### src/assert_macros.svh
// ----------------------------------------------------------------------------
// Assertion macros
// Shared concurrent assertion wrappers; empty under synthesis.
// ----------------------------------------------------------------------------
`ifndef ASSERT_MACROS_SVH
`define ASSERT_MACROS_SVH

`ifndef SYNTHESIS

`define ASSERT_IMPL(label, clk, rst, ante, cons) \
   label: assert property (@(posedge clk) disable iff (rst) (ante) |-> (cons)) \
      else $error("same-cycle implication failed");

`define ASSERT_NEXT(label, clk, rst, ante, cons) \
   label: assert property (@(posedge clk) disable iff (rst) (ante) |=> (cons)) \
      else $error("next-cycle implication failed");

`else

`define ASSERT_IMPL(label, clk, rst, ante, cons)

`define ASSERT_NEXT(label, clk, rst, ante, cons)

`endif

`endif

### src/ubxp_pkg.sv
// ----------------------------------------------------------------------------
// UBX frame parser package
// Field widths, protocol constants, status codes and the result item type.
// ----------------------------------------------------------------------------
package ubxp_pkg;

   localparam int MAX_PAYLOAD_DEFAULT = 1024;

   localparam int BYTE_W   = 8;
   localparam int STATUS_W = 3;
   localparam int LEN_W    = 16;
   localparam int FLEN_W   = 11;
   localparam int PINDEX_W = 10;

   localparam logic [BYTE_W-1:0] PRE_ONE = 8'hB5;
   localparam logic [BYTE_W-1:0] PRE_TWO = 8'h62;

   typedef enum logic [STATUS_W-1:0] {
      ST_NONE = 3'd0,
      ST_DATA = 3'd1,
      ST_GOOD = 3'd2,
      ST_BADA = 3'd3,
      ST_BADB = 3'd4,
      ST_LONG = 3'd5
   } status_type;

   typedef struct packed {
      status_type            status;
      logic [BYTE_W-1:0]     frame_class;
      logic [BYTE_W-1:0]     frame_id;
      logic [FLEN_W-1:0]     frame_length;
      logic [BYTE_W-1:0]     payload_byte;
      logic [PINDEX_W-1:0]   payload_index;
   } rsp_item_type;

endpackage

### src/ubxp_req_if.sv
// ----------------------------------------------------------------------------
// UBX parser request channel
// Carries one received byte per item with a valid/ready handshake.
// ----------------------------------------------------------------------------
interface ubxp_req_if;
   import ubxp_pkg::*;

   logic              valid;
   logic              ready;
   logic [BYTE_W-1:0] rx_byte;

   modport source (output valid, output rx_byte, input ready);
   modport sink   (input valid, input rx_byte, output ready);
endinterface

### src/ubxp_rsp_if.sv
// ----------------------------------------------------------------------------
// UBX parser response channel
// Carries one parse result per item with a valid/ready handshake.
// ----------------------------------------------------------------------------
interface ubxp_rsp_if;
   import ubxp_pkg::*;

   logic                valid;
   logic                ready;
   logic [STATUS_W-1:0] status;
   logic [BYTE_W-1:0]   frame_class;
   logic [BYTE_W-1:0]   frame_id;
   logic [FLEN_W-1:0]   frame_length;
   logic [BYTE_W-1:0]   payload_byte;
   logic [PINDEX_W-1:0] payload_index;

   modport source (
      output valid, output status, output frame_class, output frame_id,
      output frame_length, output payload_byte, output payload_index,
      input ready
   );
   modport sink (
      input valid, input status, input frame_class, input frame_id,
      input frame_length, input payload_byte, input payload_index,
      output ready
   );
endinterface

### src/ubxp_core.sv
// ----------------------------------------------------------------------------
// UBX parser core
// Parse state machine, header capture, Fletcher-8 sums and result register.
// ----------------------------------------------------------------------------
`include "assert_macros.svh"

module ubxp_core #(
   parameter int MAX_PAYLOAD = ubxp_pkg::MAX_PAYLOAD_DEFAULT
) (
   input  logic                        clock,
   input  logic                        reset,
   input  logic                        advance,
   input  logic [ubxp_pkg::BYTE_W-1:0] rx_byte,
   output ubxp_pkg::rsp_item_type      rsp_item
);
   import ubxp_pkg::*;

   localparam int CNT_W = $clog2(MAX_PAYLOAD + 1);
   localparam logic [LEN_W-1:0] MAX_LEN = LEN_W'(MAX_PAYLOAD);

   typedef enum logic [3:0] {
      S_HUNT    = 4'd0,
      S_PRE2    = 4'd1,
      S_CLASS   = 4'd2,
      S_ID      = 4'd3,
      S_LEN_LO  = 4'd4,
      S_LEN_HI  = 4'd5,
      S_PAYLOAD = 4'd6,
      S_CKA     = 4'd7,
      S_CKB     = 4'd8
   } step_type;

   step_type            step_ff, step_in;
   logic [BYTE_W-1:0]   class_ff, class_in;
   logic [BYTE_W-1:0]   id_ff, id_in;
   logic [BYTE_W-1:0]   sum_a_ff, sum_a_in;
   logic [BYTE_W-1:0]   sum_b_ff, sum_b_in;
   logic [LEN_W-1:0]    length_ff, length_in;
   logic [CNT_W-1:0]    count_ff, count_in;
   status_type          status_ff, status_in;
   logic [BYTE_W-1:0]   pbyte_ff, pbyte_in;
   logic [PINDEX_W-1:0] pindex_ff, pindex_in;

   logic [BYTE_W-1:0]   sum_a_add;
   logic [BYTE_W-1:0]   sum_b_add;
   step_type            hunt_step;
   logic [LEN_W-1:0]    len_full;
   logic [CNT_W-1:0]    count_inc;
   logic [LEN_W-1:0]    count_inc_wide;
   logic [LEN_W-1:0]    count_now_wide;

   assign sum_a_add      = sum_a_ff + rx_byte;
   assign sum_b_add      = sum_b_ff + sum_a_add;
   assign hunt_step      = (rx_byte == PRE_ONE) ? S_PRE2 : S_HUNT;
   assign len_full       = {rx_byte, length_ff[BYTE_W-1:0]};
   assign count_inc      = count_ff + CNT_W'(1);
   assign count_inc_wide = LEN_W'(count_inc);
   assign count_now_wide = LEN_W'(count_ff);

   always_comb begin
      step_in   = step_ff;
      class_in  = class_ff;
      id_in     = id_ff;
      sum_a_in  = sum_a_ff;
      sum_b_in  = sum_b_ff;
      length_in = length_ff;
      count_in  = count_ff;
      status_in = ST_NONE;
      pbyte_in  = '0;
      pindex_in = '0;
      case (step_ff)
         S_PRE2: begin
            step_in = (rx_byte == PRE_TWO) ? S_CLASS : hunt_step;
         end
         S_CLASS: begin
            class_in = rx_byte;
            sum_a_in = rx_byte;
            sum_b_in = rx_byte;
            step_in  = S_ID;
         end
         S_ID: begin
            sum_a_in = sum_a_add;
            sum_b_in = sum_b_add;
            id_in    = rx_byte;
            step_in  = S_LEN_LO;
         end
         S_LEN_LO: begin
            sum_a_in  = sum_a_add;
            sum_b_in  = sum_b_add;
            length_in = LEN_W'(rx_byte);
            step_in   = S_LEN_HI;
         end
         S_LEN_HI: begin
            sum_a_in = sum_a_add;
            sum_b_in = sum_b_add;
            if (len_full > MAX_LEN) begin
               status_in = ST_LONG;
               length_in = '0;
               step_in   = hunt_step;
            end else begin
               length_in = len_full;
               count_in  = '0;
               step_in   = (len_full == '0) ? S_CKA : S_PAYLOAD;
            end
         end
         S_PAYLOAD: begin
            sum_a_in  = sum_a_add;
            sum_b_in  = sum_b_add;
            status_in = ST_DATA;
            pbyte_in  = rx_byte;
            pindex_in = count_now_wide[PINDEX_W-1:0];
            count_in  = count_inc;
            if (count_inc_wide == length_ff) begin
               step_in = S_CKA;
            end
         end
         S_CKA: begin
            if (rx_byte != sum_a_ff) begin
               status_in = ST_BADA;
               step_in   = hunt_step;
            end else begin
               step_in = S_CKB;
            end
         end
         S_CKB: begin
            step_in   = S_HUNT;
            status_in = (rx_byte == sum_b_ff) ? ST_GOOD : ST_BADB;
         end
         default: begin
            step_in = hunt_step;
         end
      endcase
   end

   always_ff @(posedge clock) begin
      if (reset) begin
         step_ff   <= S_HUNT;
         class_ff  <= '0;
         id_ff     <= '0;
         length_ff <= '0;
         status_ff <= ST_NONE;
      end else if (advance) begin
         step_ff   <= step_in;
         class_ff  <= class_in;
         id_ff     <= id_in;
         length_ff <= length_in;
         status_ff <= status_in;
      end
   end

   always_ff @(posedge clock) begin
      if (advance) begin
         sum_a_ff  <= sum_a_in;
         sum_b_ff  <= sum_b_in;
         count_ff  <= count_in;
         pbyte_ff  <= pbyte_in;
         pindex_ff <= pindex_in;
      end
   end

   assign rsp_item.status        = status_ff;
   assign rsp_item.frame_class   = class_ff;
   assign rsp_item.frame_id      = id_ff;
   assign rsp_item.frame_length  = length_ff[FLEN_W-1:0];
   assign rsp_item.payload_byte  = pbyte_ff;
   assign rsp_item.payload_index = pindex_ff;

   `ASSERT_NEXT(a_payload_reports_data, clock, reset, advance && (step_ff == S_PAYLOAD), status_ff == ST_DATA)
   `ASSERT_IMPL(a_count_below_length, clock, reset, step_ff == S_PAYLOAD, (count_now_wide < length_ff) && (length_ff <= MAX_LEN))
   `ASSERT_NEXT(a_ckb_ends_frame, clock, reset, advance && (step_ff == S_CKB), step_ff == S_HUNT)
   `ASSERT_NEXT(a_hold_when_stalled, clock, reset, !advance, $stable(step_ff) && $stable(status_ff))

endmodule

### src/ubx_frame_parser.sv
// ----------------------------------------------------------------------------
// UBX frame parser
// Finds UBX frames in a byte stream, checks Fletcher-8 sums, streams payload.
// ----------------------------------------------------------------------------
// Takes one received byte per item and returns exactly one result item per
// byte, at a sustained rate of one item per clock while the output side does
// not stall. Each byte passes an input register, then a state update that
// writes the result register, so a result is valid once its byte has passed
// both the input register and the result register. The input register lets a
// new byte in while a result waits to be taken. frame_class, frame_id and
// frame_length show the header registers after the byte; payload_byte and
// payload_index are zero unless status reports a payload byte.
module ubx_frame_parser #(
   parameter int MAX_PAYLOAD = ubxp_pkg::MAX_PAYLOAD_DEFAULT
) (
   input  logic      clock,
   input  logic      reset,
   ubxp_req_if.sink  req_chan,
   ubxp_rsp_if.source rsp_chan
);
   import ubxp_pkg::*;

   logic              in_valid_ff, in_valid_in;
   logic [BYTE_W-1:0] in_byte_ff;
   logic              out_valid_ff, out_valid_in;
   logic              advance;
   logic              req_take;
   rsp_item_type      rsp_item;

   assign advance      = in_valid_ff && (!out_valid_ff || rsp_chan.ready);
   assign req_chan.ready = !in_valid_ff || advance;
   assign req_take     = req_chan.valid && req_chan.ready;
   assign in_valid_in  = req_take || (in_valid_ff && !advance);
   assign out_valid_in = advance || (out_valid_ff && !rsp_chan.ready);

   always_ff @(posedge clock) begin
      if (reset) begin
         in_valid_ff  <= 1'b0;
         out_valid_ff <= 1'b0;
      end else begin
         in_valid_ff  <= in_valid_in;
         out_valid_ff <= out_valid_in;
      end
   end

   always_ff @(posedge clock) begin
      if (req_take) begin
         in_byte_ff <= req_chan.rx_byte;
      end
   end

   ubxp_core #(
      .MAX_PAYLOAD (MAX_PAYLOAD)
   ) u_core (
      .clock    (clock),
      .reset    (reset),
      .advance  (advance),
      .rx_byte  (in_byte_ff),
      .rsp_item (rsp_item)
   );

   assign rsp_chan.valid         = out_valid_ff;
   assign rsp_chan.status        = rsp_item.status;
   assign rsp_chan.frame_class   = rsp_item.frame_class;
   assign rsp_chan.frame_id      = rsp_item.frame_id;
   assign rsp_chan.frame_length  = rsp_item.frame_length;
   assign rsp_chan.payload_byte  = rsp_item.payload_byte;
   assign rsp_chan.payload_index = rsp_item.payload_index;

endmodule
### src/flat_wrapper.sv
// flat-port wrapper written by rule: the top's interface ports become plain ports
module ubx_frame_parser_flat import ubxp_pkg::*;
#(
   parameter int MAX_PAYLOAD = ubxp_pkg::MAX_PAYLOAD_DEFAULT
)
  (clock, reset, req_chan_valid, req_chan_rx_byte, req_chan_ready, rsp_chan_valid, rsp_chan_status, rsp_chan_frame_class, rsp_chan_frame_id, rsp_chan_frame_length, rsp_chan_payload_byte, rsp_chan_payload_index, rsp_chan_ready);
  ubxp_req_if req_chan_i ();
  ubxp_rsp_if rsp_chan_i ();
  input  logic clock;
  input  logic reset;
  input wire logic [$bits(req_chan_i.valid)-1:0] req_chan_valid;
  input wire logic [$bits(req_chan_i.rx_byte)-1:0] req_chan_rx_byte;
  output wire logic [$bits(req_chan_i.ready)-1:0] req_chan_ready;
  output wire logic [$bits(rsp_chan_i.valid)-1:0] rsp_chan_valid;
  output wire logic [$bits(rsp_chan_i.status)-1:0] rsp_chan_status;
  output wire logic [$bits(rsp_chan_i.frame_class)-1:0] rsp_chan_frame_class;
  output wire logic [$bits(rsp_chan_i.frame_id)-1:0] rsp_chan_frame_id;
  output wire logic [$bits(rsp_chan_i.frame_length)-1:0] rsp_chan_frame_length;
  output wire logic [$bits(rsp_chan_i.payload_byte)-1:0] rsp_chan_payload_byte;
  output wire logic [$bits(rsp_chan_i.payload_index)-1:0] rsp_chan_payload_index;
  input wire logic [$bits(rsp_chan_i.ready)-1:0] rsp_chan_ready;
  assign req_chan_i.valid = req_chan_valid;
  assign req_chan_i.rx_byte = req_chan_rx_byte;
  assign req_chan_ready = req_chan_i.ready;
  assign rsp_chan_valid = rsp_chan_i.valid;
  assign rsp_chan_status = rsp_chan_i.status;
  assign rsp_chan_frame_class = rsp_chan_i.frame_class;
  assign rsp_chan_frame_id = rsp_chan_i.frame_id;
  assign rsp_chan_frame_length = rsp_chan_i.frame_length;
  assign rsp_chan_payload_byte = rsp_chan_i.payload_byte;
  assign rsp_chan_payload_index = rsp_chan_i.payload_index;
  assign rsp_chan_i.ready = rsp_chan_ready;
  ubx_frame_parser #(.MAX_PAYLOAD(MAX_PAYLOAD)) u_core (.clock(clock), .reset(reset), .req_chan(req_chan_i), .rsp_chan(rsp_chan_i));
endmodule
### config.mk
export PLATFORM = sky130hd
export DESIGN_NAME = ubx_frame_parser_flat
export DESIGN_NICKNAME = d
export VERILOG_FILES = /design/src/ubxp_pkg.sv /design/src/ubxp_req_if.sv /design/src/ubxp_rsp_if.sv /design/src/ubxp_core.sv /design/src/ubx_frame_parser.sv /design/src/flat_wrapper.sv
export VERILOG_INCLUDE_DIRS = /design/src /design/src/src
export SDC_FILE = /design/constraint.sdc
export NUM_CORES = 1
export LEC_CHECK = 0
export BUFFER_PORTS_ARGS = -buffer_cell sky130_fd_sc_hd__buf_2
export CAP_MARGIN = 20
export CORE_MARGIN = 1
export CORE_UTILIZATION = 55
export DETAILED_ROUTE_END_ITERATION = 7
export PLACE_DENSITY_LB_ADDON = 0.2
export SLEW_MARGIN = 10
export SYNTH_ARGS = -nofsm -noshare
export SYNTH_HDL_FRONTEND = slang
export SYNTH_HIERARCHICAL = 1
export SYNTH_SLANG_ARGS = --single-unit
### constraint.sdc
create_clock -name clock -period 3.6 [get_ports clock]
set_input_delay 0.72 -clock clock [delete_from_list [all_inputs] [get_ports clock]]
set_output_delay 0.72 -clock clock [all_outputs]
set_load 0.05 [all_outputs]
# After elaboration in Yosys (flattened, before gate mapping)
# Cells that the tools add are included.
[word_totals]
input_bits = 12
out_inout_bits = 50
ff_bits = 94
wordCells = 75
[classes]
muxes = 17
n_reduce_logical = 24
magnitude_cmp = 1
n_eq_ne = 16
add_sub_neg = 3
[ops]
columns = ["operator", "n"]
rows = [
  ["16-bit case mux with 2 select lines", 1],
  ["4-bit case mux with 8 select lines", 1],
  ["8-bit case mux with 2 select lines", 2],
  ["11-bit case mux with 2 select lines", 1],
  ["8-bit adder", 2],
  ["11-bit by 16-bit == test with 1-bit output", 1],
  ["4-bit by 3-bit == test with 1-bit output (second input constant)", 4],
  ["16-bit by 11-bit greater-than comparator with 1-bit output (second input constant)", 1],
  ["16-bit zero test", 1],
  ["16-bit two-way mux", 1],
  ["3-bit case mux with 4 select lines", 1],
  ["11-bit by 1-bit adder with 11-bit output (second input constant)", 1],
  ["11-bit two-way mux", 1],
  ["2-bit AND reduction", 5],
  ["3-bit two-way mux", 3],
  ["4-bit by 2-bit == test with 1-bit output (second input constant)", 2],
  ["8-bit by 7-bit == test with 1-bit output (second input constant)", 1],
  ["8-bit == test", 1],
  ["8-bit == test (second input constant)", 1],
  ["4-bit two-way mux", 2],
  ["8-bit inequality test", 1],
  ["2-bit inequality test (second input constant)", 3],
  ["3-bit AND reduction", 2],
  ["2-bit nonzero test", 3],
  ["8 further kinds", 19],
]

# Depth between registers and ports, before layout
# Gate-level depths: netlist of the first run.
[depth]
word_depth = 6
depth_mapped = 13
ltp_nobuf = 13

# Cells and area by module
# The synthesis of the first run kept the hierarchy.
[by_module_without_submodules]
columns = ["module", "area_each_um2", "seq_area_each_um2", "n_inst", "cells_per_inst"]
rows = [
  ["ubxp_core", 4603.2, 2132.0, 1, 459],
  ["ubx_frame_parser", 344.1, 280.3, 1, 18],
]

# Worst setup path after synthesis of the first run
# Ideal clock, no wire load.
[synth_timing]
path_type = "in2reg"
start = "input rsp_chan_ready"
end = "register u_core.u_core.sum_a_ff[0] (enable)"
path_slack_ps = 236
required_time_ps = 3191
path_stages = 6
arrival_ps = 2955
setup_time_ps = 409
n_path_buf = 2
cell_sequence = "nand2b_1 -> and2_2 -> clkbuf_1 -> nand2b_1 -> clkbuf_1 -> nor3_1"
[synth_via]
elab_chain_cells = 3
[synth_lines]
columns = ["item", "line", "text"]
rows = [
  ["from (decl)", "flat_wrapper.sv:21", "input wire logic [$bits(rsp_chan_i.ready)-1:0] rsp_chan_ready;"],
  ["1-bit logical OR", "ubx_frame_parser.sv:30", "assign advance = in_valid_ff && (!out_valid_ff || rsp_chan.ready);"],
  ["1-bit logical AND", "ubx_frame_parser.sv:30", ""],
  ["via u_core.advance", "ubx_frame_parser.sv:26", "logic advance;"],
  ["2-bit AND reduction (no source line)", "-", ""],
  ["to (signal assigned)", "ubxp_core.sv:153", "sum_a_ff <= sum_a_in;"],
  ["to (decl)", "ubxp_core.sv:36", "logic [BYTE_W-1:0] sum_a_ff, sum_a_in;"],
]
# The timed path passes the listed nets, and every way through them passes these cells.
# A chain may end at the register's enable or synchronous reset.

# Worst setup path in the final report of the first run
[layout_timing]
start = "register u_core.in_byte_ff[0]"
end = "register u_core.u_core.sum_b_ff[7] (data pin)"
[layout_via]
elab_chain_cells = 3
[layout_lines]
columns = ["item", "line", "text"]
rows = [
  ["from (decl)", "ubx_frame_parser.sv:24", "logic [BYTE_W-1:0] in_byte_ff;"],
  ["from (signal assigned)", "ubx_frame_parser.sv:48", "in_byte_ff <= req_chan.rx_byte;"],
  ["8-bit adder", "ubxp_core.sv:52", "assign sum_a_add = sum_a_ff + rx_byte;"],
  ["8-bit adder", "ubxp_core.sv:53", "assign sum_b_add = sum_b_ff + sum_a_add;"],
  ["8-bit case mux with 2 select lines", "ubxp_core.sv:71", "case (step_ff)"],
  ["via u_core.u_core.sum_b_in[7]", "ubxp_core.sv:37", "logic [BYTE_W-1:0] sum_b_ff, sum_b_in;"],
  ["to (signal assigned)", "ubxp_core.sv:154", "sum_b_ff <= sum_b_in;"],
  ["to (decl)", "ubxp_core.sv:37", ""],
]
# The timed path passes the listed nets, and every way through them passes these cells.

==> key figures, run 1 <==
Power and ir drop
  • Worst VDD drop: 229 uV
  • P_int: 1640 uW
  • P per Cell Area: about 410 nW/um^2
  • Sw frac: 26.5%
  • Sequential Power Share: between 50% and 60%
  • LEAKAGE: 0.00225 uW
  • Comb power frac: 14.4%
  • Clock power frac: about a third
  • Switching power summed over all nets: 592 uW

STA
  • Unrepaired setup endpoints after global routing: false
  • Final Hold Fails: 0
  • Share of the cycle needed by the critical path after routing: 81.6%
  • Fmax achieved: roughly 340 MHz
  • Total negative slack: 0 ns
  • Final Skew: 0.0103 ns
  • Final Slew Violations: 0
  • Worst setup margin: 0.662 ns
  • Relative slew margins: 51.7%
  • Final setup fails: 0
  • Slew @ Worst Pin: 0.725 ns
  • Min cycle time layout: 2.94 ns
  • WHS: about 0.47 ns

Drt
  • DR WL/cell: between 15 and 20 um
  • Via/cell ratio: 5.66
  • Vias: 3612
  • Final WL: 10800 um
  • Post-route ant nets: 0
  • Initial DRC count: 168
  • Detailed Routing Iterations Pass 1: 4
  • DRC: 0

Worst setup path
  • CP max stage cell: edfxtp_1
  • Cell chain of the critical path: ha_1, fa_1, a21o_1, a21oi_1, o21bai_1, a21oi_1, xnor2_1, ha_1, nor2_1, nor2_1, o41ai_1, xnor3_1, o21ai_1
  • Crit Path Class: flop to flop
  • Worst reg2reg endpoint: u_core/u_core/sum_b_ff[7]$_DFFE_PP_
  • Startpoint types: flop
  • CP Max Fanout: 2
  • CP peak stage delay: 0.40 ns
  • Data required time of the worst path: 3.82 ns
  • RR Startpoint: u_core/in_byte_ff[0]$_DFFE_PP_
  • Reg2Reg Depth: 13
  • Data arrival, critical path: 3.15 ns
  • Critical path origin: u_core/in_byte_ff[0]$_DFFE_PP_
  • Worst reg-to-reg setup slack: 0.66 ns
  • CP endpoint kind: flop

CTS
  • Post_cts resized: 0
  • Clock sinks: between 90 and 100
  • H-tree depth: 3
  • Setup bufs post-CTS: 0
  • Reg clk slew, reported paths: 0.09 ns
  • Clock Path Buffers: 2
  • Cts hold-fix bufs: 0
  • Cts bufs inserted: 9
  • CTS tree: built
  • Worst-Skew Late Latency: 0.36 ns
  • Clock tree root buffer cell: clkbuf_8

Die
  • Initial core utilization: a little under three fifths
  • Num rows: 34
  • Core area: 8720 um^2
  • Die area: roughly 9400 um^2
  • IO Count: 62
  • Die Span Y: 96.8 um
  • Die W: 96.8 um

Yosys
  • Primary FF master, synth: edfxtp_1
  • Netlist cell types: 64
  • Post-Syn Instances: 477
  • Mux contribution to synthesized area: 3.29%
  • Compound-Gate Fraction of Synth Area: 10.6%
  • Post-synth net total: 507
  • Asr flop ratio synth: 0%
  • #FFs+latches synth: between 90 and 100
  • Number of flops mapped to enable cells by yosys: 53
  • Yosys Warn Count: 6
  • Syn Std Cell Area: 4950 um^2
  • Main combinational cell family by area after synthesis: simple AND/OR/NAND/NOR gates
  • Post-synthesis sequential area ratio: 48.8%
  • Simple logic cell fraction of the synthesized area: 20.4%
  • Synth Area in XOR/XNOR: 7.46%
  • Post-Syn Area per Cell: 10.4 um^2
  • Adder-cell share of the synthesized area: slightly below 5%

Placed design
  • Port-buffer cells: 61
  • Placed cells: ~620
  • Gpl congestion: 0.909
  • Placed inst area: 5290 um^2
  • Post-DP HPWL: 7700 um
  • Pre-CTS setup slack: around 0.68 ns

Finish
  • Design area: between 5000 and 6000 um^2
  • Area Growth Syn to Fin: 11.1%
  • N_diodes: 0
  • Fraction of layout cells with a size suffix above 1: 21.5%
  • Nets: 555
  • Layout Cells excl Fill: around 640
  • Most common cell after layout, fill and taps aside: buf_2
  • Most frequent cells in the layout: buf_2, nor2_1, edfxtp_1

Run
  • Max-Cap Viols: 0

Global routing
  • Total gr overflow: 0
  • Antenna violations before repair: 0
  • Largest net degree at the start of global routing: 39
  • Number of global-route vias before repair: 3624
  • First-pass GRT wire length: 17800 um
  • Global router's overall resource usage: 24.0%

Hold path
  • Hold path depth: 1
  • Tightest Hold Check Type: flop to flop
  • Hold Crit Start: u_core/u_core/length_ff[14]$_SDFFE_PP0P_
  • Min-Delay Endpoint: u_core/u_core/length_ff[14]$_SDFFE_PP0P_

Status
  • Status: finished, final reports clean
-- layer usage --
metal,track usage (%),wire (um),part of all wire [%],up-vias
met1,30.2,4830,45,1745
met2,40.2,5270,49,92
met5,0,0,0,-
met4,11.0,243,2.2,0
met3,4.12,505,4.7,18
li1,-,-,-,1757
-- state kept, by name, indices dropped and copies added, names as in the netlist, 8 cells and up --
signal                   flops
u_core/u_core/sum_a_ff       8
u_core/u_core/pindex_ff     10
u_core/u_core/count_ff      11
u_core/u_core/sum_b_ff       8
u_core/u_core/id_ff          8
u_core/u_core/class_ff       8
u_core/u_core/pbyte_ff       8
u_core/u_core/length_ff     16
u_core/in_byte_ff            8
-- cell usage after synthesis (3+ instances only) --
cell type | number | area [um^2]
a21o_1 | 6 | 45.0
a21oi_1 | 31 | 155
a22oi_1 | 3 | 22.5
and2_1 | 25 | 156
and3_1 | 5 | 31.3
buf_2 | 5 | 25.0
buf_4 | 11 | 82.6
clkbuf_1 | 18 | 67.6
dfxtp_1 | 41 | 821
edfxtp_1 | 53 | 1590
ha_1 | 16 | 200
inv_1 | 8 | 30.0
mux2_2 | 6 | 67.6
mux2i_1 | 8 | 80.1
nand2_1 | 33 | 124
nand2b_1 | 7 | 43.8
nand3_1 | 7 | 35.0
nand4_1 | 3 | 18.8
nor2_1 | 55 | 206
nor2b_1 | 9 | 56.3
nor3_1 | 10 | 50.1
nor3b_1 | 7 | 52.6
nor4_1 | 4 | 25.0
nor4b_1 | 3 | 26.3
o21ai_0 | 18 | 90.1
or2_1 | 3 | 18.8
or2_2 | 4 | 25.0
xnor2_1 | 16 | 140
xor2_1 | 21 | 184
-- cell families (layout without fill, tap and decap cells) --
family	Yosys count	in the layout
muxes	15	15
AOI/OAI and AO/OA	79	79
adders and majority gates	18	18
buffers and inverters	44	97
and+or+nand+nor	188	188
xor gates and xnor gates	39	39
DFF	94	94
-- worst max path at each step --
stage / end / slack (ns) / cells after the start
4_1_cts: u_core/u_core/sum_b_ff[7]$_DFFE_PP_ / 0.66 / 10
5_1_grt: u_core/u_core/sum_b_ff[7]$_DFFE_PP_ / 0.46 / 10
2_1_floorplan: u_core/u_core/sum_a_ff[0]$_DFFE_PP_ / 0.24 / 6
6_report: u_core/u_core/sum_b_ff[7]$_DFFE_PP_ / 0.66 / 13
3_3_place_gp: u_core/u_core/sum_b_ff[7]$_DFFE_PP_ / 0.72 / 11
3_5_place_dp: u_core/u_core/sum_b_ff[7]$_DFFE_PP_ / 0.68 / 10
-- final cells by class --
type | instances | area [um^2]
fill | 726 | 3220
sequential | 94 | 2410
multi-input combinational | 339 | 2310
timing repair buffer | 73 | 395
clock buffer | 13 | 191
tap | 108 | 135
inverter | 8 | 30.0
clock inverter | 3 | 21.3
-- power groups by stage --
stage	clock network, uW	logic, uW	registers (uW)
4_1_cts	740	319	1180
2_1_floorplan	0	213	1240
3_3_place_gp	0	309	1210
5_1_grt	787	349	1190
6_report	728	321	1180
3_5_place_dp	0	317	1210
-- critical path, delay by kind of cell, from the launching register on --
family | cells | cell delay (ns)
AOI/OAI and AO/OA | 6 | 0.87
DFF | 1 | 0.40
xor gates and xnor gates | 2 | 0.43
adders and majority gates | 3 | 0.93
and+or+nand+nor | 2 | 0.17
-- stage by stage --
stage | total power [uW] | utilization (%)
global placement | 1520 | 60.6
finish | 2230 | 63.0
floorplan | 1450 | -
detailed placement | 1520 | 60.6
CTS | 2240 | 63.0
global route | 2320 | 63.0
No activity file was read; power rests on OpenSTA's default activity.
==> run 2, diff against run 1 <==
--- a/config.mk
+++ b/config.mk
@@ -9,7 +9,7 @@
 export BUFFER_PORTS_ARGS = -buffer_cell sky130_fd_sc_hd__buf_2
 export CAP_MARGIN = 20
 export CORE_MARGIN = 1
-export CORE_UTILIZATION = 55
+export CORE_UTILIZATION = 53
 export DETAILED_ROUTE_END_ITERATION = 7
 export PLACE_DENSITY_LB_ADDON = 0.2
 export SLEW_MARGIN = 10
==> constraint.sdc (replaced) <==
create_clock -name clock -period 2.6 [get_ports clock]
set_input_delay 0.52 -clock clock [delete_from_list [all_inputs] [get_ports clock]]
set_output_delay 0.52 -clock clock [all_outputs]
set_load 0.05 [all_outputs]
==> key figures, run 2 (synthesized netlist as in run 1, its figures left out) <==
Drt
  • Via/cell ratio: 5.72
  • DRC: 0
  • Initial DRC count: 243
  • Post-route ant nets: 0
  • DR WL/cell: 17.2 um
  • Vias: 3805
  • Detailed Routing Iterations Pass 1: 5
  • Final WL: 11400 um

CTS
  • Clock tree root buffer cell: clkbuf_8
  • Reg clk slew, reported paths: 0.11 ns
  • Clock Path Buffers: 2
  • Clock sinks: 94
  • H-tree depth: 3
  • Worst-Skew Late Latency: between 0.3 and 0.4 ns
  • Cts bufs inserted: 9
  • CTS tree: built
  • Cts hold-fix bufs: 0

Worst setup path
  • WP buf/inv: 0
  • Cell chain of the critical path: ha_4, a21oi_1, nor2b_2, o31ai_2, nand2b_1, xor2_2, ha_1, nor3_1, nor2_1, o41ai_2, xnor3_1, o21ai_1
  • Worst reg-to-reg setup slack: -0.29 ns
  • Delay-heaviest family, CP: compound AO/OA/AOI/OAI gates
  • CP endpoint kind: flop
  • Crit Path Class: flop to flop
  • Startpoint types: flop
  • Data arrival, critical path: 3.12 ns
  • Data required time of the worst path: 2.83 ns
  • CP peak stage delay: approximately 0.49 ns
  • CP max stage cell: edfxtp_1
  • CP Max Fanout: 3

STA
  • Final Hold Fails: 0
  • Final Slew Violations: 0
  • Worst setup margin: -0.288 ns
  • Fmax achieved: between 300 and 400 MHz
  • Slew @ Worst Pin: 0.618 ns
  • Final setup fails: 14
  • Final Skew: 0.0126 ns
  • Relative slew margins: ~58%
  • Unrepaired setup endpoints after global routing: true
  • Min cycle time layout: about 2.9 ns
  • Share of the cycle needed by the critical path after routing: 111%
  • WHS: ~0.32 ns

Global routing
  • First-pass GRT wire length: approximately 18000 um
  • Largest net degree at the start of global routing: 27
  • Antenna violations before repair: 0
  • Total gr overflow: 0
  • Number of global-route vias before repair: 3692
  • Global router's overall resource usage: 24.3%

Die
  • IO Count: 62
  • Initial core utilization: a little under three fifths
  • Die Span Y: 98.6 um
  • Die area: 9720 um^2
  • Core area: roughly 8900 um^2
  • Die W: 98.6 um
  • Num rows: 34

Power and ir drop
  • Power Total: 3120 uW
  • LEAKAGE: 0.00239 uW
  • P per Cell Area: 536 nW/um^2
  • Worst VDD drop: roughly 320 uV

Hold path
  • Tightest Hold Check Type: input port to flop

Placed design
  • Gpl congestion: 0.955
  • Post-DP HPWL: 8020 um
  • Port-buffer cells: 61
  • Placed cells: 642

Status
  • Status: finished, violations left
  • Failing checks: negative setup slack

Finish
  • Most frequent cells in the layout: buf_2, edfxtp_1, nor2_1
  • Layout Cells excl Fill: between 600 and 700
  • Area Growth Syn to Fin: 17.5%
  • Biggest regs: u_core/u_core/length_ff x16, u_core/u_core/count_ff x11, u_core/u_core/pindex_ff x10
  • Fillcell total: 701
  • Most flops, register: u_core/u_core/length_ff
  • Most common cell after layout, fill and taps aside: buf_2
  • N_diodes: 0
  • Nets: roughly 580
  • Max reg flops: 16
  • Fraction of layout cells with a size suffix above 1: 28.9%

Run
  • Max-Cap Viols: 0
==> run 2: changes by cell type in the layout (fill, tap and decap cells not counted), sizes merged <==
cell	before	now
buf	73	100
clkbuf	13	9
inv	10	12
clkinv	1	2
clkinvlp	0	1
==> run 2: final cells by class <==
type                       instances  area [um^2]  share of cell area, %
inverter                           8         30.0                  0.517
timing repair buffer             100          614                   10.6
multi-input combinational        339         2440                   41.9
tap                              108          135                   2.32
sequential                        94         2410                   41.5
clock buffer                       9          124                   2.13
clock inverter                     7         61.3                   1.05
==> run 2: path summary, 6_finish.rpt <==
check                                           startpoint                                       end  cells past startpoint
setup / recovery       u_core/u_core/sum_a_ff[1]$_DFFE_PP_       u_core/u_core/sum_b_ff[7]$_DFFE_PP_                     12
hold / removal                         req_chan_rx_byte[6]            u_core/in_byte_ff[6]$_DFFE_PP_                      1
setup reg to reg       u_core/u_core/sum_a_ff[1]$_DFFE_PP_       u_core/u_core/sum_b_ff[7]$_DFFE_PP_                     12
hold reg to reg   u_core/u_core/length_ff[15]$_SDFFE_PP0P_  u_core/u_core/length_ff[15]$_SDFFE_PP0P_                      1
==> run 2: power by group <==
group	switching, uW	leakage, uW	total [uW]	internal, uW
Clock	564	0.0000940	932	368
Combinational	314	0.00145	548	234
Sequential	26.8	0.000845	1640	1610
==> run 2: worst register-to-register path, cell delays in order, from the launching register on <==
cell and delay [ns]:
edfxtp_1 0.49, ha_4 0.28, a21oi_1 0.22, nor2b_2 0.11, o31ai_2 0.29, nand2b_1 0.15, xor2_2 0.18, ha_1 0.31
nor3_1 0.20, nor2_1 0.09, o41ai_2 0.06, xnor3_1 0.27, o21ai_1 0.12
==> run 2: what timing repair did <==
| action | CTS | global route |
|---|---|---|
| resized for setup | 4 | 12 |
| setup buffers | 0 | 7 |
| pin swaps | 3 | 8 |
| setup endpoints to repair | 4 | 24 |
| hold endpoints to repair | 0 | 0 |
==> run 2: per-stage QoR <==
step           worst slack [ns]  setup TNS (ns)  utilization [%]  instance area (um^2)
2_1_floorplan          -0.00500        -0.00500                -                  4980
3_3_place_gp             -0.115          -0.235             61.5                  5460
3_5_place_dp             -0.196          -0.358             61.5                  5460
4_1_cts                  -0.195          -0.344             63.8                  5670
5_1_grt                  -0.424           -2.81             65.4                  5810
6_report                 -0.288           -1.05             65.4                  5810
==> run 2: per-layer routing <==
layer | wire [um] | global-route usage [%]
met1 | 5000 | 30.7
met3 | 576 | 4.11
met5 | 0 | 0
met4 | 419 | 12.9
met2 | 5450 | 40.4
==> run 3, diff against run 2 <==
--- a/config.mk
+++ b/config.mk
@@ -6,12 +6,14 @@
 export SDC_FILE = /design/constraint.sdc
 export NUM_CORES = 1
 export LEC_CHECK = 0
+export ABC_AREA = 1
 export BUFFER_PORTS_ARGS = -buffer_cell sky130_fd_sc_hd__buf_2
 export CAP_MARGIN = 20
 export CORE_MARGIN = 1
 export CORE_UTILIZATION = 53
 export DETAILED_ROUTE_END_ITERATION = 7
 export PLACE_DENSITY_LB_ADDON = 0.2
+export REMOVE_ABC_BUFFERS = 1
 export SLEW_MARGIN = 10
 export SYNTH_ARGS = -nofsm -noshare
 export SYNTH_HDL_FRONTEND = slang
==> key figures, run 3 <==
Status
  • Status: finished, violations left
  • Failing checks: negative setup slack

Worst setup path
  • Worst reg-to-reg setup slack: -0.51 ns
  • Data arrival, critical path: 3.24 ns
  • CP max stage cell: edfxtp_1
  • CP peak stage delay: 0.45 ns
  • Crit Path Class: flop to flop
  • CP Max Fanout: 3
  • Cell chain of the critical path: ha_4, fa_2, nand2_2, inv_2, o21ai_1, and2_1, inv_1, a21oi_2, nor2_1, nor2_1, xnor2_1, ha_1, nand2_2, a21oi_2, a211oi_2, o31a_1, nand2_1, nand3_1, nand2_1
  • Startpoint types: flop
  • Data required time of the worst path: 2.73 ns
  • CP endpoint kind: flop

Finish
  • Most flops, register: u_core/u_core/length_ff
  • Fraction of layout cells with a size suffix above 1: 25.2%
  • Post-layout util: 65.1%
  • N_diodes: 0
  • Area Growth Syn to Fin: 18.8%
  • Most frequent cells in the layout: nand2_1, inv_1, nor2_1
  • Biggest regs: u_core/u_core/length_ff x16, u_core/u_core/count_ff x11, u_core/u_core/pindex_ff x10
  • Most common cell after layout, fill and taps aside: nand2_1
  • Nets: 719
  • Max reg flops: 16

Placed design
  • Port-buffer cells: 61
  • Post-DP HPWL: 8660 um
  • Gpl congestion: between 0.8 and 0.9

CTS
  • Cts bufs inserted: 9
  • H-tree depth: 3
  • Clock tree root buffer cell: clkbuf_8
  • Clock Path Buffers: 2
  • Cts hold-fix bufs: 0
  • Reg clk slew, reported paths: 0.10 ns
  • CTS tree: built
  • Worst-Skew Late Latency: roughly 0.37 ns
  • Clock sinks: 94

Global routing
  • Number of global-route vias before repair: approximately 4.0k
  • Antenna violations before repair: 0
  • Largest net degree at the start of global routing: 32
  • Total gr overflow: 0
  • First-pass GRT wire length: 19100 um
  • Global router's overall resource usage: 24.9%

Drt
  • Via/cell ratio: 5.25
  • Detailed Routing Iterations Pass 1: 5
  • DR WL/cell: around 15 um
  • Final WL: 12000 um
  • DRC: 0
  • Initial DRC count: 211
  • Post-route ant nets: 0
  • Vias: 4319

Yosys
  • Synth Area in XOR/XNOR: 3.89%
  • Post-Syn Area per Cell: 8.37 um^2
  • Netlist cell types: 38
  • Adder-cell share of the synthesized area: 4.72%
  • #FFs+latches synth: 94
  • Simple logic cell fraction of the synthesized area: 24.0%
  • Yosys Warn Count: 6
  • List of most frequent post-synthesis cells: nand2_1, inv_1, nor2_1, edfxtp_1, a21oi_1
  • Top cell type by total area after synthesis: edfxtp_1
  • Asr flop ratio synth: 0%
  • Compound-Gate Fraction of Synth Area: between 10% and 20%
  • Number of flops mapped to enable cells by yosys: 53
  • Mux contribution to synthesized area: 0%
  • Syn Std Cell Area: 5090 um^2
  • Post-Syn Instances: 608
  • Post-synthesis sequential area ratio: between 40% and 50%
  • Synth top area cells: edfxtp_1, dfxtp_1, nand2_1
  • Primary FF master, synth: edfxtp_1
  • Most numerous cell in the Yosys netlist: nand2_1
  • Yosys top cell area share: between 30% and 40%
  • Main combinational cell family by area after synthesis: simple AND/OR/NAND/NOR gates

STA
  • Total negative slack: -0.742 ns
  • Final Skew: 0.0139 ns
  • Final Slew Violations: 0
  • Final Hold Fails: 0
  • Unrepaired setup endpoints after global routing: true
  • Min cycle time layout: 3.11 ns
  • Slew @ Worst Pin: around 0.60 ns
  • Fmax achieved: 321 MHz
  • Relative slew margins: 59.7%
  • Final setup fails: 3
  • Worst setup margin: -0.511 ns
  • Share of the cycle needed by the critical path after routing: 120%

Power and ir drop
  • P per Cell Area: approximately 540 nW/um^2
  • Worst VDD drop: 352 uV
  • LEAKAGE: 0.00265 uW

Die
  • Num rows: 35
  • Core area: 9280 um^2
  • Initial core utilization: 54.8%
  • IO Count: 62
  • Die W: 100 um
  • Die Span Y: 100 um
  • Die area: 9990 um^2

Hold path
  • Tightest Hold Check Type: input port to flop

Run
  • Max-Cap Viols: 0
-- run 3: logic make-up after synthesis --
logic type,after synthesis
flip-flops,94
buffers and inverters,115
XOR/XNOR,21
adder cells (fa/ha/maj),18
AO/OA/AOI/OAI,86
AND/OR/NAND/NOR,274
-- run 3: worst max-delay path: cells and delay by family, from the launching register on --
kind,cells,cell delay (ns)
fa+ha+maj,3,0.85
simple gates,8,0.68
buf+inv,2,0.10
xor+xnor,1,0.17
flops,1,0.45
compound gates,5,0.61
-- run 3: layer usage --
metal	global-route usage (%)	up-vias	part of all wire, %
li1	-	2155	-
met1	31.1	2023	44
met2	43.7	123	50
met3	2.79	18	4.6
met4	10.5	0	1.9
met5	0	-	0
-- run 3: repair_timing --
item                                    4_1_cts  5_1_grt
gates resized for setup                      21       10
cloned                                        0        0
pin swaps                                    19       16
endpoints found under the setup margin        5        4
setup buffers                                 5        5
-- run 3: final cells by class --
type / instances / area, um^2
multi-input cells: 399 / 2330
flip-flops and latches: 94 / 2410
inverters: 77 / 289
well taps: 129 / 161
fillers: 830 / 3240
repair buffers: 108 / 666
clock inverters: 7 / 65.1
clock buffers: 9 / 124
-- run 3: where the power goes --
group | leakage, uW | internal, uW | switching [uW]
logic | 0.00171 | 255 | 383
registers | 0.000845 | 1620 | 33.8
clock network | 0.000101 | 372 | 577
-- run 3: stage by stage --
step / hold slack, ns / worst slack [ns] / instances / instance area (um^2) / power, uW
4_1_cts: 0.308 / -0.521 / 819 / 5960 / 3220
3_5_place_dp: 0.426 / -0.592 / 800 / 5650 / 2240
2_1_floorplan: 0.414 / -1.42 / 570 / 4870 / 2030
6_report: 0.319 / -0.511 / 823 / 6040 / 3240
3_3_place_gp: 0.421 / -0.395 / 800 / 5650 / 2220
5_1_grt: 0.299 / -0.679 / 823 / 6040 / 3370
-- run 3: final timing paths --
check,from,to,cells after the start
worst max-delay path,u_core/in_byte_ff[0]$_DFFE_PP_,u_core/u_core/sum_b_ff[7]$_DFFE_PP_,19
worst min-delay path,req_chan_rx_byte[4],u_core/in_byte_ff[4]$_DFFE_PP_,1
worst max register to register,u_core/in_byte_ff[0]$_DFFE_PP_,u_core/u_core/sum_b_ff[7]$_DFFE_PP_,19
worst min register to register,u_core/u_core/length_ff[13]$_SDFFE_PP0P_,u_core/u_core/length_ff[13]$_SDFFE_PP0P_,2
